**config.mk**
```make
export PLATFORM = sky130hd
export DESIGN_NAME = weighted_score_record_sorter_top
export DESIGN_NICKNAME = d
export VERILOG_FILES = /design/src/hw/rtl/wsrs_pkg.sv /design/src/hw/rtl/weighted_score_record_sorter_top.sv /design/src/hw/rtl/wsrs_ctrl.sv /design/src/hw/rtl/wsrs_dp.sv
export SDC_FILE = /design/constraint.sdc
export NUM_CORES = 1
export LEC_CHECK = 0
export ABC_AREA = 1
export BUFFER_PORTS_ARGS = -buffer_cell sky130_fd_sc_hd__buf_2
export CAP_MARGIN = 5
export CORE_ASPECT_RATIO = 1.75
export CORE_UTILIZATION = 60
export DETAILED_ROUTE_END_ITERATION = 6
export HOLD_SLACK_MARGIN = 0.02
export PLACE_DENSITY = 0.77
export SYNTH_ARGS = -nofsm -noshare
export SYNTH_HDL_FRONTEND = slang
export SYNTH_HIERARCHICAL = 1
export SYNTH_SLANG_ARGS = --single-unit
```
**constraint.sdc**
```tcl
create_clock -name i_clk -period 6.6 [get_ports i_clk]
set_clock_uncertainty 0.2 [all_clocks]
set_input_delay 1.32 -clock i_clk [delete_from_list [all_inputs] [get_ports i_clk]]
set_output_delay 1.32 -clock i_clk [all_outputs]
set_load 0.005 [all_outputs]
```
**src/hw/rtl/wsrs_pkg.sv**
```systemverilog
// Shared types and constants for the weighted score record sorter.
package wsrs_pkg;

    localparam int CAPACITY_DEF = 16;
    localparam int MAX_OUT      = 16;

    localparam int ID_W    = 10;
    localparam int MARK_W  = 7;
    localparam int WGT_W   = 4;
    localparam int PROD_W  = 11;
    localparam int TENTH_W = 13;
    localparam int SCORE_W = 9;
    localparam int RANK_W  = 4;
    localparam int CFG_IDX_W = 2;

    localparam int RND_SUM_W = TENTH_W + 1;
    localparam int RND_PRD_W = 27;
    localparam int RND_SHIFT = 16;
    localparam int RND_Q_W   = RND_PRD_W - RND_SHIFT;
    localparam logic [RND_SUM_W-1:0] RND_HALF = RND_SUM_W'(5);
    localparam logic [RND_PRD_W-1:0] RND_MUL  = RND_PRD_W'(6554);
    localparam logic [SCORE_W-1:0]   SCORE_MAX = '1;

    localparam logic [WGT_W-1:0] WGT_FIRST_RST  = WGT_W'(2);
    localparam logic [WGT_W-1:0] WGT_SECOND_RST = WGT_W'(3);
    localparam logic [WGT_W-1:0] WGT_LAST_RST   = WGT_W'(5);

    localparam logic [CFG_IDX_W-1:0] CFG_WGT_FIRST  = CFG_IDX_W'(0);
    localparam logic [CFG_IDX_W-1:0] CFG_WGT_SECOND = CFG_IDX_W'(1);
    localparam logic [CFG_IDX_W-1:0] CFG_WGT_LAST   = CFG_IDX_W'(2);

    typedef struct packed {
        logic [ID_W-1:0]    id;
        logic [MARK_W-1:0]  m1;
        logic [MARK_W-1:0]  m2;
        logic [MARK_W-1:0]  m3;
        logic [TENTH_W-1:0] tenths;
    } t_rec;

    typedef struct packed {
        logic load;
        logic scan_init;
        logic scan_rd;
        logic round;
        logic advance;
        logic finish;
    } t_cmd;

    typedef struct packed {
        logic last_addr;
        logic last_out;
    } t_sts;

endpackage

```
**src/hw/rtl/weighted_score_record_sorter_top.sv**
```systemverilog
// Top level of the weighted score record sorter.
//
//  channel | direction | handshake               | word
//  cfg     | in        | i_cfg_valid/o_cfg_ready | i_cfg_index, i_cfg_data
//  in      | in        | i_in_valid/o_in_ready   | record id, three marks, load_done
//  out     | out       | o_out_valid/i_out_ready | record, rounded score, rank, flags
//
// A record without load_done is taken while idle; records load back to back.
// After a load_done word holding n stored records, each of the min(n,16) results
// is found by one store read per record for the selection scan, then a compare,
// a rounding and an output step; the single store read port sets this.
// Reset is synchronous; no clearing pass is needed. A stalled output word holds,
// and no input word is taken until the last result of the set has gone.
module weighted_score_record_sorter_top import wsrs_pkg::*; #(
    parameter int CAPACITY = CAPACITY_DEF
) (
    input  logic                 i_clk,
    input  logic                 i_rst_n,
    input  logic                 i_cfg_valid,
    output logic                 o_cfg_ready,
    input  logic [CFG_IDX_W-1:0] i_cfg_index,
    input  logic [WGT_W-1:0]     i_cfg_data,
    input  logic                 i_in_valid,
    output logic                 o_in_ready,
    input  logic [ID_W-1:0]      i_record_id,
    input  logic [MARK_W-1:0]    i_mark_first,
    input  logic [MARK_W-1:0]    i_mark_second,
    input  logic [MARK_W-1:0]    i_mark_end,
    input  logic                 i_load_done,
    output logic                 o_out_valid,
    input  logic                 i_out_ready,
    output logic [ID_W-1:0]      o_out_id,
    output logic [MARK_W-1:0]    o_out_first,
    output logic [MARK_W-1:0]    o_out_second,
    output logic [MARK_W-1:0]    o_out_end,
    output logic [SCORE_W-1:0]   o_score_rounded,
    output logic [RANK_W-1:0]    o_rank,
    output logic                 o_run_end,
    output logic                 o_dropped_flag
);

    t_cmd cmd;
    t_sts sts;

    assign o_cfg_ready = 1'b1;

    wsrs_ctrl u_ctrl (
        .i_clk       (i_clk),
        .i_rst_n     (i_rst_n),
        .i_in_valid  (i_in_valid),
        .i_load_done (i_load_done),
        .i_out_ready (i_out_ready),
        .i_sts       (sts),
        .o_in_ready  (o_in_ready),
        .o_out_valid (o_out_valid),
        .o_cmd       (cmd)
    );

    wsrs_dp #(
        .CAPACITY (CAPACITY)
    ) u_dp (
        .i_clk           (i_clk),
        .i_rst_n         (i_rst_n),
        .i_cfg_valid     (i_cfg_valid),
        .i_cfg_index     (i_cfg_index),
        .i_cfg_data      (i_cfg_data),
        .i_record_id     (i_record_id),
        .i_mark_first    (i_mark_first),
        .i_mark_second   (i_mark_second),
        .i_mark_end      (i_mark_end),
        .i_cmd           (cmd),
        .o_sts           (sts),
        .o_out_id        (o_out_id),
        .o_out_first     (o_out_first),
        .o_out_second    (o_out_second),
        .o_out_end       (o_out_end),
        .o_score_rounded (o_score_rounded),
        .o_rank          (o_rank),
        .o_run_end       (o_run_end),
        .o_dropped_flag  (o_dropped_flag)
    );

endmodule

```
**src/hw/rtl/wsrs_ctrl.sv**
```systemverilog
// Sequencing state machine for the record sorter.
module wsrs_ctrl import wsrs_pkg::*; (
    input  logic i_clk,
    input  logic i_rst_n,
    input  logic i_in_valid,
    input  logic i_load_done,
    input  logic i_out_ready,
    input  t_sts i_sts,
    output logic o_in_ready,
    output logic o_out_valid,
    output t_cmd o_cmd
);

    typedef enum logic [4:0] {
        S_IDLE  = 5'b00001,
        S_SCAN  = 5'b00010,
        S_CMP   = 5'b00100,
        S_ROUND = 5'b01000,
        S_EMIT  = 5'b10000
    } t_state;

    t_state r_state;
    t_state n_state;

    always_comb begin
        n_state     = r_state;
        o_cmd       = '0;
        o_in_ready  = 1'b0;
        o_out_valid = 1'b0;
        unique case (r_state)
            S_IDLE: begin
                o_in_ready = 1'b1;
                if (i_in_valid) begin
                    o_cmd.load = 1'b1;
                    if (i_load_done) begin
                        o_cmd.scan_init = 1'b1;
                        n_state         = S_SCAN;
                    end
                end
            end
            S_SCAN: begin
                o_cmd.scan_rd = 1'b1;
                if (i_sts.last_addr) begin
                    n_state = S_CMP;
                end
            end
            S_CMP: begin
                n_state = S_ROUND;
            end
            S_ROUND: begin
                o_cmd.round = 1'b1;
                n_state     = S_EMIT;
            end
            S_EMIT: begin
                o_out_valid = 1'b1;
                if (i_out_ready) begin
                    if (i_sts.last_out) begin
                        o_cmd.finish = 1'b1;
                        n_state      = S_IDLE;
                    end else begin
                        o_cmd.advance   = 1'b1;
                        o_cmd.scan_init = 1'b1;
                        n_state         = S_SCAN;
                    end
                end
            end
            default: begin
                n_state = S_IDLE;
            end
        endcase
    end

    always_ff @(posedge i_clk) begin
        if (!i_rst_n) begin
            r_state <= S_IDLE;
        end else begin
            r_state <= n_state;
        end
    end

endmodule

```
**src/hw/rtl/wsrs_dp.sv**
```systemverilog
// Datapath: weights, record store, selection scan and output word.
module wsrs_dp import wsrs_pkg::*; #(
    parameter int CAPACITY = CAPACITY_DEF
) (
    input  logic                 i_clk,
    input  logic                 i_rst_n,
    input  logic                 i_cfg_valid,
    input  logic [CFG_IDX_W-1:0] i_cfg_index,
    input  logic [WGT_W-1:0]     i_cfg_data,
    input  logic [ID_W-1:0]      i_record_id,
    input  logic [MARK_W-1:0]    i_mark_first,
    input  logic [MARK_W-1:0]    i_mark_second,
    input  logic [MARK_W-1:0]    i_mark_end,
    input  t_cmd                 i_cmd,
    output t_sts                 o_sts,
    output logic [ID_W-1:0]      o_out_id,
    output logic [MARK_W-1:0]    o_out_first,
    output logic [MARK_W-1:0]    o_out_second,
    output logic [MARK_W-1:0]    o_out_end,
    output logic [SCORE_W-1:0]   o_score_rounded,
    output logic [RANK_W-1:0]    o_rank,
    output logic                 o_run_end,
    output logic                 o_dropped_flag
);

    localparam int AW = $clog2(CAPACITY);
    localparam int CW = $clog2(CAPACITY + 1);
    localparam int KW = $clog2(MAX_OUT);
    localparam int EW = (CW > KW + 1) ? CW : KW + 1;

    t_rec r_mem [CAPACITY];

    logic [WGT_W-1:0] r_w1;
    logic [WGT_W-1:0] r_w2;
    logic [WGT_W-1:0] r_w3;
    logic [CW-1:0]    r_count;
    logic             r_ovf;
    logic [AW-1:0]    r_addr;
    logic [KW-1:0]    r_k;
    logic             r_rd_vld;
    logic             r_best_vld;
    t_rec             r_rd_data;
    logic [AW-1:0]    r_rd_idx;
    t_rec             r_best;
    logic [AW-1:0]    r_best_idx;
    logic [TENTH_W-1:0] r_prev_score;
    logic [AW-1:0]    r_prev_idx;

    logic [PROD_W-1:0]    p1;
    logic [PROD_W-1:0]    p2;
    logic [PROD_W-1:0]    p3;
    t_rec                 new_rec;
    logic                 full;
    logic [EW-1:0]        emit_cnt;
    logic                 eligible;
    logic                 better;
    logic [RND_SUM_W-1:0] rnd_sum;
    logic [RND_PRD_W-1:0] rnd_prd;
    logic [RND_Q_W-1:0]   rnd_q;

    assign p1 = PROD_W'(r_w1) * PROD_W'(i_mark_first);
    assign p2 = PROD_W'(r_w2) * PROD_W'(i_mark_second);
    assign p3 = PROD_W'(r_w3) * PROD_W'(i_mark_end);

    always_comb begin
        new_rec.id     = i_record_id;
        new_rec.m1     = i_mark_first;
        new_rec.m2     = i_mark_second;
        new_rec.m3     = i_mark_end;
        new_rec.tenths = TENTH_W'(p1) + TENTH_W'(p2) + TENTH_W'(p3);
    end

    assign full     = (r_count >= CW'(CAPACITY));
    assign emit_cnt = (EW'(r_count) < EW'(MAX_OUT)) ? EW'(r_count) : EW'(MAX_OUT);

    assign o_sts.last_addr = (CW'(r_addr) == r_count - CW'(1));
    assign o_sts.last_out  = (EW'(r_k) + EW'(1) == emit_cnt);

    assign eligible = (r_k == '0)
                   || (r_rd_data.tenths < r_prev_score)
                   || ((r_rd_data.tenths == r_prev_score) && (r_rd_idx > r_prev_idx));
    assign better   = !r_best_vld || (r_rd_data.tenths > r_best.tenths);

    assign rnd_sum = RND_SUM_W'(r_best.tenths) + RND_HALF;
    assign rnd_prd = RND_PRD_W'(rnd_sum) * RND_MUL;
    assign rnd_q   = rnd_prd[RND_PRD_W-1:RND_SHIFT];

    always_ff @(posedge i_clk) begin
        if (i_cmd.load && !full) begin
            r_mem[r_count[AW-1:0]] <= new_rec;
        end
        if (i_cmd.scan_rd) begin
            r_rd_data <= r_mem[r_addr];
        end
    end

    always_ff @(posedge i_clk) begin
        if (!i_rst_n) begin
            r_w1       <= WGT_FIRST_RST;
            r_w2       <= WGT_SECOND_RST;
            r_w3       <= WGT_LAST_RST;
            r_count    <= '0;
            r_ovf      <= 1'b0;
            r_addr     <= '0;
            r_k        <= '0;
            r_rd_vld   <= 1'b0;
            r_best_vld <= 1'b0;
        end else begin
            if (i_cfg_valid) begin
                unique case (i_cfg_index)
                    CFG_WGT_FIRST:  r_w1 <= i_cfg_data;
                    CFG_WGT_SECOND: r_w2 <= i_cfg_data;
                    CFG_WGT_LAST:   r_w3 <= i_cfg_data;
                    default: ;
                endcase
            end
            if (i_cmd.load) begin
                if (full) begin
                    r_ovf <= 1'b1;
                end else begin
                    r_count <= r_count + CW'(1);
                end
            end
            r_rd_vld <= i_cmd.scan_rd;
            if (i_cmd.scan_init) begin
                r_addr     <= '0;
                r_best_vld <= 1'b0;
            end else begin
                if (i_cmd.scan_rd) begin
                    r_addr <= r_addr + AW'(1);
                end
                if (r_rd_vld && eligible && better) begin
                    r_best_vld <= 1'b1;
                end
            end
            if (i_cmd.advance) begin
                r_k <= r_k + KW'(1);
            end
            if (i_cmd.finish) begin
                r_count <= '0;
                r_ovf   <= 1'b0;
                r_k     <= '0;
            end
        end
    end

    always_ff @(posedge i_clk) begin
        if (i_cmd.scan_rd) begin
            r_rd_idx <= r_addr;
        end
        if (r_rd_vld && eligible && better) begin
            r_best     <= r_rd_data;
            r_best_idx <= r_rd_idx;
        end
        if (i_cmd.advance) begin
            r_prev_score <= r_best.tenths;
            r_prev_idx   <= r_best_idx;
        end
        if (i_cmd.round) begin
            o_out_id        <= r_best.id;
            o_out_first     <= r_best.m1;
            o_out_second    <= r_best.m2;
            o_out_end       <= r_best.m3;
            o_score_rounded <= (rnd_q > RND_Q_W'(SCORE_MAX)) ? SCORE_MAX : rnd_q[SCORE_W-1:0];
            o_rank          <= RANK_W'(r_k);
            o_run_end       <= o_sts.last_out;
            o_dropped_flag  <= r_ovf;
        end
    end

endmodule

```
After elaboration in Yosys (flattened, before gate mapping) --
Memories as Yosys holds them, arrays and structs flattened. A register that Yosys moved wholly into a read port is not among the register bits. Index checks and enable logic that the tools add are counted.
Cells by class: $add $sub $neg 8, multiply operators 4, $lt $le $gt $ge 6, equality and inequality tests 14, muxes and demuxes 22, bitwise gates (word level) 2, reductions and logical operators 19
Operators by type and width (number):
- multiplier 4 x 7 -> 11 bit | 3
- multiplier 14 x 12 -> 26 bit, second input constant | 1
- 2-to-1 mux 5 bit | 5
- case mux 5 bit (5 select lines) | 1
- adder 13 x 3 -> 14 bit, second input constant | 1
- adder 13 x 11 -> 13 bit | 1
- == test 13 bit | 1
- > comparator 13 bit | 1
- less-than comparator 13 bit | 1
- adder 11 x 11 -> 12 bit | 1
- > comparator 11 x 9 -> 1 bit, second input constant | 1
- 2-to-1 mux 1 bit | 11
- AND reduction 2 bit | 5
- adder 4 x 1 -> 4 bit, second input constant | 2
- 2-to-1 mux 2 bit | 4
- inequality test 2 bit, second input constant | 4
- adder 4 x 1 -> 5 bit, second input constant | 1
- adder 5 x 1 -> 5 bit, second input constant | 1
- == test 4 x 5 -> 1 bit | 1
- == test 5 x 1 -> 1 bit, second input constant | 1
- == test 5 x 2 -> 1 bit, second input constant | 1
- == test 5 x 3 -> 1 bit, second input constant | 1
- == test 5 x 4 -> 1 bit, second input constant | 1
- == test 5 bit | 1
- other kinds (16) | 24
Word-level totals: flip-flop bits (word level) 148, memory bits (writable) 704, bits of input ports 43, output and inout bits 49, word-level logic and storage cells 103, memories 1
Memories:
- u_dp.r_mem | depth 16, width 44, rd ports 1, clocked after memory_dff 1, write ports 1, RTL line wsrs_dp.sv:31 | t_rec r_mem [CAPACITY];

Longest topological paths before layout --
depth in word-level cells 7, gate-level depth with buffers 30, mapped depth without buffers 30

Modules after synthesis --
Netlist, hierarchy kept.
By module, submodules not included:
- wsrs_dp | instances 1, cells an instance 3239, area each 40592.7 sq um
- wsrs_ctrl | instances 1, cells an instance 62, area each 379.1 sq um
- weighted_score_record_sorter_top | instances 1, cells an instance 2, area each 11.3 sq um

Least setup slack after synthesis --
OpenSTA, ideal clock, no wires.
path type input -> register, from input i_mark_first[0], to memory u_dp/r_mem[0][8] in the netlist's numbering (data pin), setup time 0.289 ns, arrival 5.228 ns, path slack 0.883 ns, cell stages on the path 14, buffers on the path 0, path through nand2_1 fa_1 fa_1 inv_1 fa_1 inv_1 fa_1 inv_1 fa_1 fa_1 nand3_1 nand2_1 a21oi_1 xor2_1
RTL lines:
- start: declaration | RTL line weighted_score_record_sorter_top.sv:26 | input logic [MARK_W-1:0] i_mark_first,
- end: declaration | RTL line wsrs_dp.sv:31

Worst setup path in the final report --
from register u_dp/r_best[0] in the netlist's numbering, to register u_dp.o_score_rounded[4] (data pin)
On the way: cells in the longest elaborated chain, start to end 3
Ends and longest elaborated chain:
- start: declaration | RTL line wsrs_dp.sv:44 | t_rec r_best;
- start signal: assignment | RTL line wsrs_dp.sv:152 | r_best <= r_rd_data;
- adder 13 x 3 -> 14 bit * | RTL line wsrs_dp.sv:84 | assign rnd_sum = RND_SUM_W'(r_best.tenths) + RND_HALF;
- multiplier 14 x 12 -> 26 bit * | RTL line wsrs_dp.sv:85 | assign rnd_prd = RND_PRD_W'(rnd_sum) * RND_MUL;
- > comparator 11 x 9 -> 1 bit | RTL line wsrs_dp.sv:164 | o_score_rounded <= (rnd_q > RND_Q_W'(SCORE_MAX)) ? SCORE_MAX : rnd_q[SCORE_W-1:0];
- end signal: assignment | RTL line wsrs_dp.sv:164
- end: declaration | RTL line wsrs_dp.sv:20 | output logic [SCORE_W-1:0] o_score_rounded,
Mark *: on every way between the ends. The rest lies on a longest branch, timed or not. A chain may end at the register's enable or synchronous reset.

==> flow_metrics.py <==
metrics = {
    "run_status": {
        "status": "finished, final reports clean",
    },
    "sta": {
        "rsz0062_at_grt": "false",
        "setup_tns_ps": 0,
        "period_share_pct": 94.8,
        "slew_viol_final": 0,
        "period_needed_ps": 6260,
        "setup_viol": 0,
        "slew_headroom_pct": 17.7,
        "finalHoldViolations": 0,
        "worst_pin_slew_ps": 1230,
        "timing.fmax_ghz": 0.160,
    },
    "yosys": {
        "synth_area_per_cell_um2": 12.4,
        "syn_area_um2": 41000,
        "synthTopCellsByArea": "edfxtp_1 63%, fa_1 5.4%, ha_1 4.9%, nor2_1 4.1%, o21ai_0 4.1%",
        "synth_edf_count": 863,
        "syn_inst": 3303,
        "async_reset_ff_share_pct": 0,
        "synth_top_area_share_pct": 63.2,
        "seq_area_frac_synth_pct": 64.8,
        "synth_top_cell_by_area": "edfxtp_1",
        "synth_seq_cells": 896,
        "synthFlopType": "edfxtp_1",
        "synth_nets": 3615,
        "synth.distinct_cells": 48,
        "yosysWarnings": 6,
    },
    "setup_path": {
        "critPathKind": "reg2reg",
        "required_ps": 6780,
        "rrSetupSlack_ps": 340,
        "max_stage_delay_ps": 570,
        "cp_max_fo": 9,
        "timing.rr.end": "u_dp/o_score_rounded[4]",
        "cpMostUsedCell": "inv_1",
        "r2r_start": "u_dp/r_best[0]",
        "critPathSlowestCell": "edfxtp_1",
        "worst_r2r_path_depth": 26,
        "arrival_ps": 6440,
        "worstSetupStartpointType": "flop",
        "cp-end-kind": "flop",
    },
    "floorplanning": {
        "rows": 126,
        "io_pins": 92,
        "die_y_um": 348,
        "die_w_um": 200,
        "dieArea_um2": 69400,
        "core_area_um2": 67500,
        "start_util_pct": 60.7,
    },
    "grt": {
        "antenna_found_initial": 3,
        "overflow": 0,
        "grt_use_total_pct": 29.3,
        "grt_pass1_wl_um": 151000,
        "grt_pass1_vias": 27100,
        "grt_max_degree": 193,
    },
    "routing": {
        "via_per_inst": 6.20,
        "drc": 0,
        "wire_per_inst_um": 23.1,
        "ant_nets": 0,
        "wirelength_um": 100000,
        "drtPass1Iterations": 6,
        "drt_iter0_markers": 2746,
        "routed-via-count": 26800,
    },
    "cts": {
        "cts_setup_buffers": 0,
        "numCtsBuffers": 77,
        "cts_sinks": 896,
        "cts_tree": "built",
        "clk_pin_slew_ps": 70,
        "clockBufferDepth": 3,
        "cts_hold_buf": 0,
        "htree_num_levels": 3,
        "postCtsResizedCells": 0,
        "clk_latency_ps": 640,
        "root_buffer": "clkbuf_16",
    },
    "power": {
        "p_per_area_nw_per_um2": 310,
        "irDropWorstVdd_mv": 0.320,
        "p_leak_nw": 16.8,
    },
    "worst_hold_path": {
        "hold_path.startpoint": "u_dp/r_best[21]",
        "min_to": "u_dp/o_out_second[1]",
        "min_path_cells": 0,
        "hp-class": "reg2reg",
    },
    "cells_and_area": {
        "area_growth_pct": 9.36,
        "fin_nets": 3677,
        "final_util_pct": 66.4,
        "layout-drive-gt1-share_pct": 9.40,
    },
    "placement": {
        "gp_congestion": 0.905,
        "dp_hpwl_um": 58800,
        "port_buffers": 90,
    },
    "flow_run": {
        "maxCapViolations": 0,
    },
}
==> layout by cell type, fill, tap and decap left out, types with 21 or more instances in the layout <==
cell,n
a21oi_1,50
buf_2,90
buf_4,52
clkbuf_1,21
clkbuf_16,77
dfxtp_1,29
edfxtp_1,863
fa_1,110
ha_1,159
inv_1,335
nand2_1,333
nand3_1,92
nor2_1,430
o211ai_1,39
o21ai_0,333
o21ai_1,39
o221ai_1,138
o22ai_1,38
xor2_1,26
==> synthesized netlist by cell type, types with 39 or more instances <==
cell      count
clkbuf_1     89
o21ai_0     333
fa_1        110
nor2_1      446
nand2_1     333
o21ai_1      39
a21oi_1      51
o211ai_1     39
buf_2        51
o221ai_1    138
edfxtp_1    863
nand3_1      92
ha_1        159
inv_1       337
==> power breakdown <==
| group | switching, W | internal (W) | total (W) |
|---|---|---|---|
| Combinational | 0.00161 | 0.000626 | 0.00224 |
| Sequential | 0.0000464 | 0.00723 | 0.00728 |
| Clock | 0.00199 | 0.00240 | 0.00439 |
| Total | 0.00364 | 0.0103 | 0.0139 |
==> worst max-delay path: cells and delay by family, from the launching register on <==
family	cells	cell delay, ps
simple gates	12	1370
flops	1	570
buf+inv	5	380
compound gates	1	200
xor+xnor	1	480
fa+ha+maj	7	2790
==> routing by layer <==
layer  wire length (um)  vias up  global-route usage, %  share of wire [%]
met5                  0        -                      0                  0
met4               5670        0                   17.7                5.7
met3               8060      338                   4.43                8.1
met2              51200     1494                   50.1                 51
met1              35100    13100                   34.6                 35
li1                   -    11800                      -                  -
==> metrics by stage <==
step / area [um^2] / std cells / hold slack (ps) / setup slack, ps / total power, W
2_1_floorplan: 41000 / 3303 / 200 / 883 / 0.00879
3_3_place_gp: 42400 / 4182 / 203 / 112 / 0.00951
3_5_place_dp: 42400 / 4182 / 205 / -10.4 / 0.00960
4_1_cts: 44800 / 4322 / 218 / 340 / 0.0139
5_1_grt: 44800 / 4325 / 226 / 96.3 / 0.0144
6_report: 44800 / 4325 / 218 / 341 / 0.0139
==> logic make-up after synthesis <==
logic type                 Yosys count  synth area share [%]
and+or+nand+nor                    944                  9.53
DFF                                896                  64.8
AOI/OAI and AO/OA                  652                  9.68
other                                1               0.00915
xor gates and xnor gates            34                 0.727
buffers and inverters              507                  4.97
adders and majority gates          269                  10.2
==> layout make-up <==
cell class / instances / area (um^2)
well taps: 896 / 1120
clock inverters: 40 / 393
flip-flops and latches: 896 / 26600
repair buffers: 143 / 861
diodes: 3 / 7.51
fillers: 4854 / 22700
inverters: 347 / 1310
clock buffers: 100 / 2030
multi-input cells: 1900 / 12500
==> sequential cells by signal, summed over array words and instances, names as in the netlist, 9 cells and up <==
signal,cells
u_dp/o_out_id,10
u_dp/o_score_rounded,9
u_dp/r_best,44
u_dp/r_mem,704
u_dp/r_prev_score,13
u_dp/r_rd_data,44
==> worst max path at each step <==
stage	slack, ps	endpoint	start	depth (start not counted)
after detailed placement	-10	u_dp/r_mem[1][7]	i_mark_first[1]	15
after CTS	340	u_dp/o_score_rounded[5]	u_dp/r_best[0]	26
final	340	u_dp/o_score_rounded[4]	u_dp/r_best[0]	26
after global placement	110	u_dp/r_mem[3][7]	i_mark_first[1]	15
after global routing	100	u_dp/o_score_rounded[5]	u_dp/r_best[0]	25
after floorplan	880	u_dp/r_mem[0][8]	i_mark_first[0]	14
(Power assumes the default switching activity.)
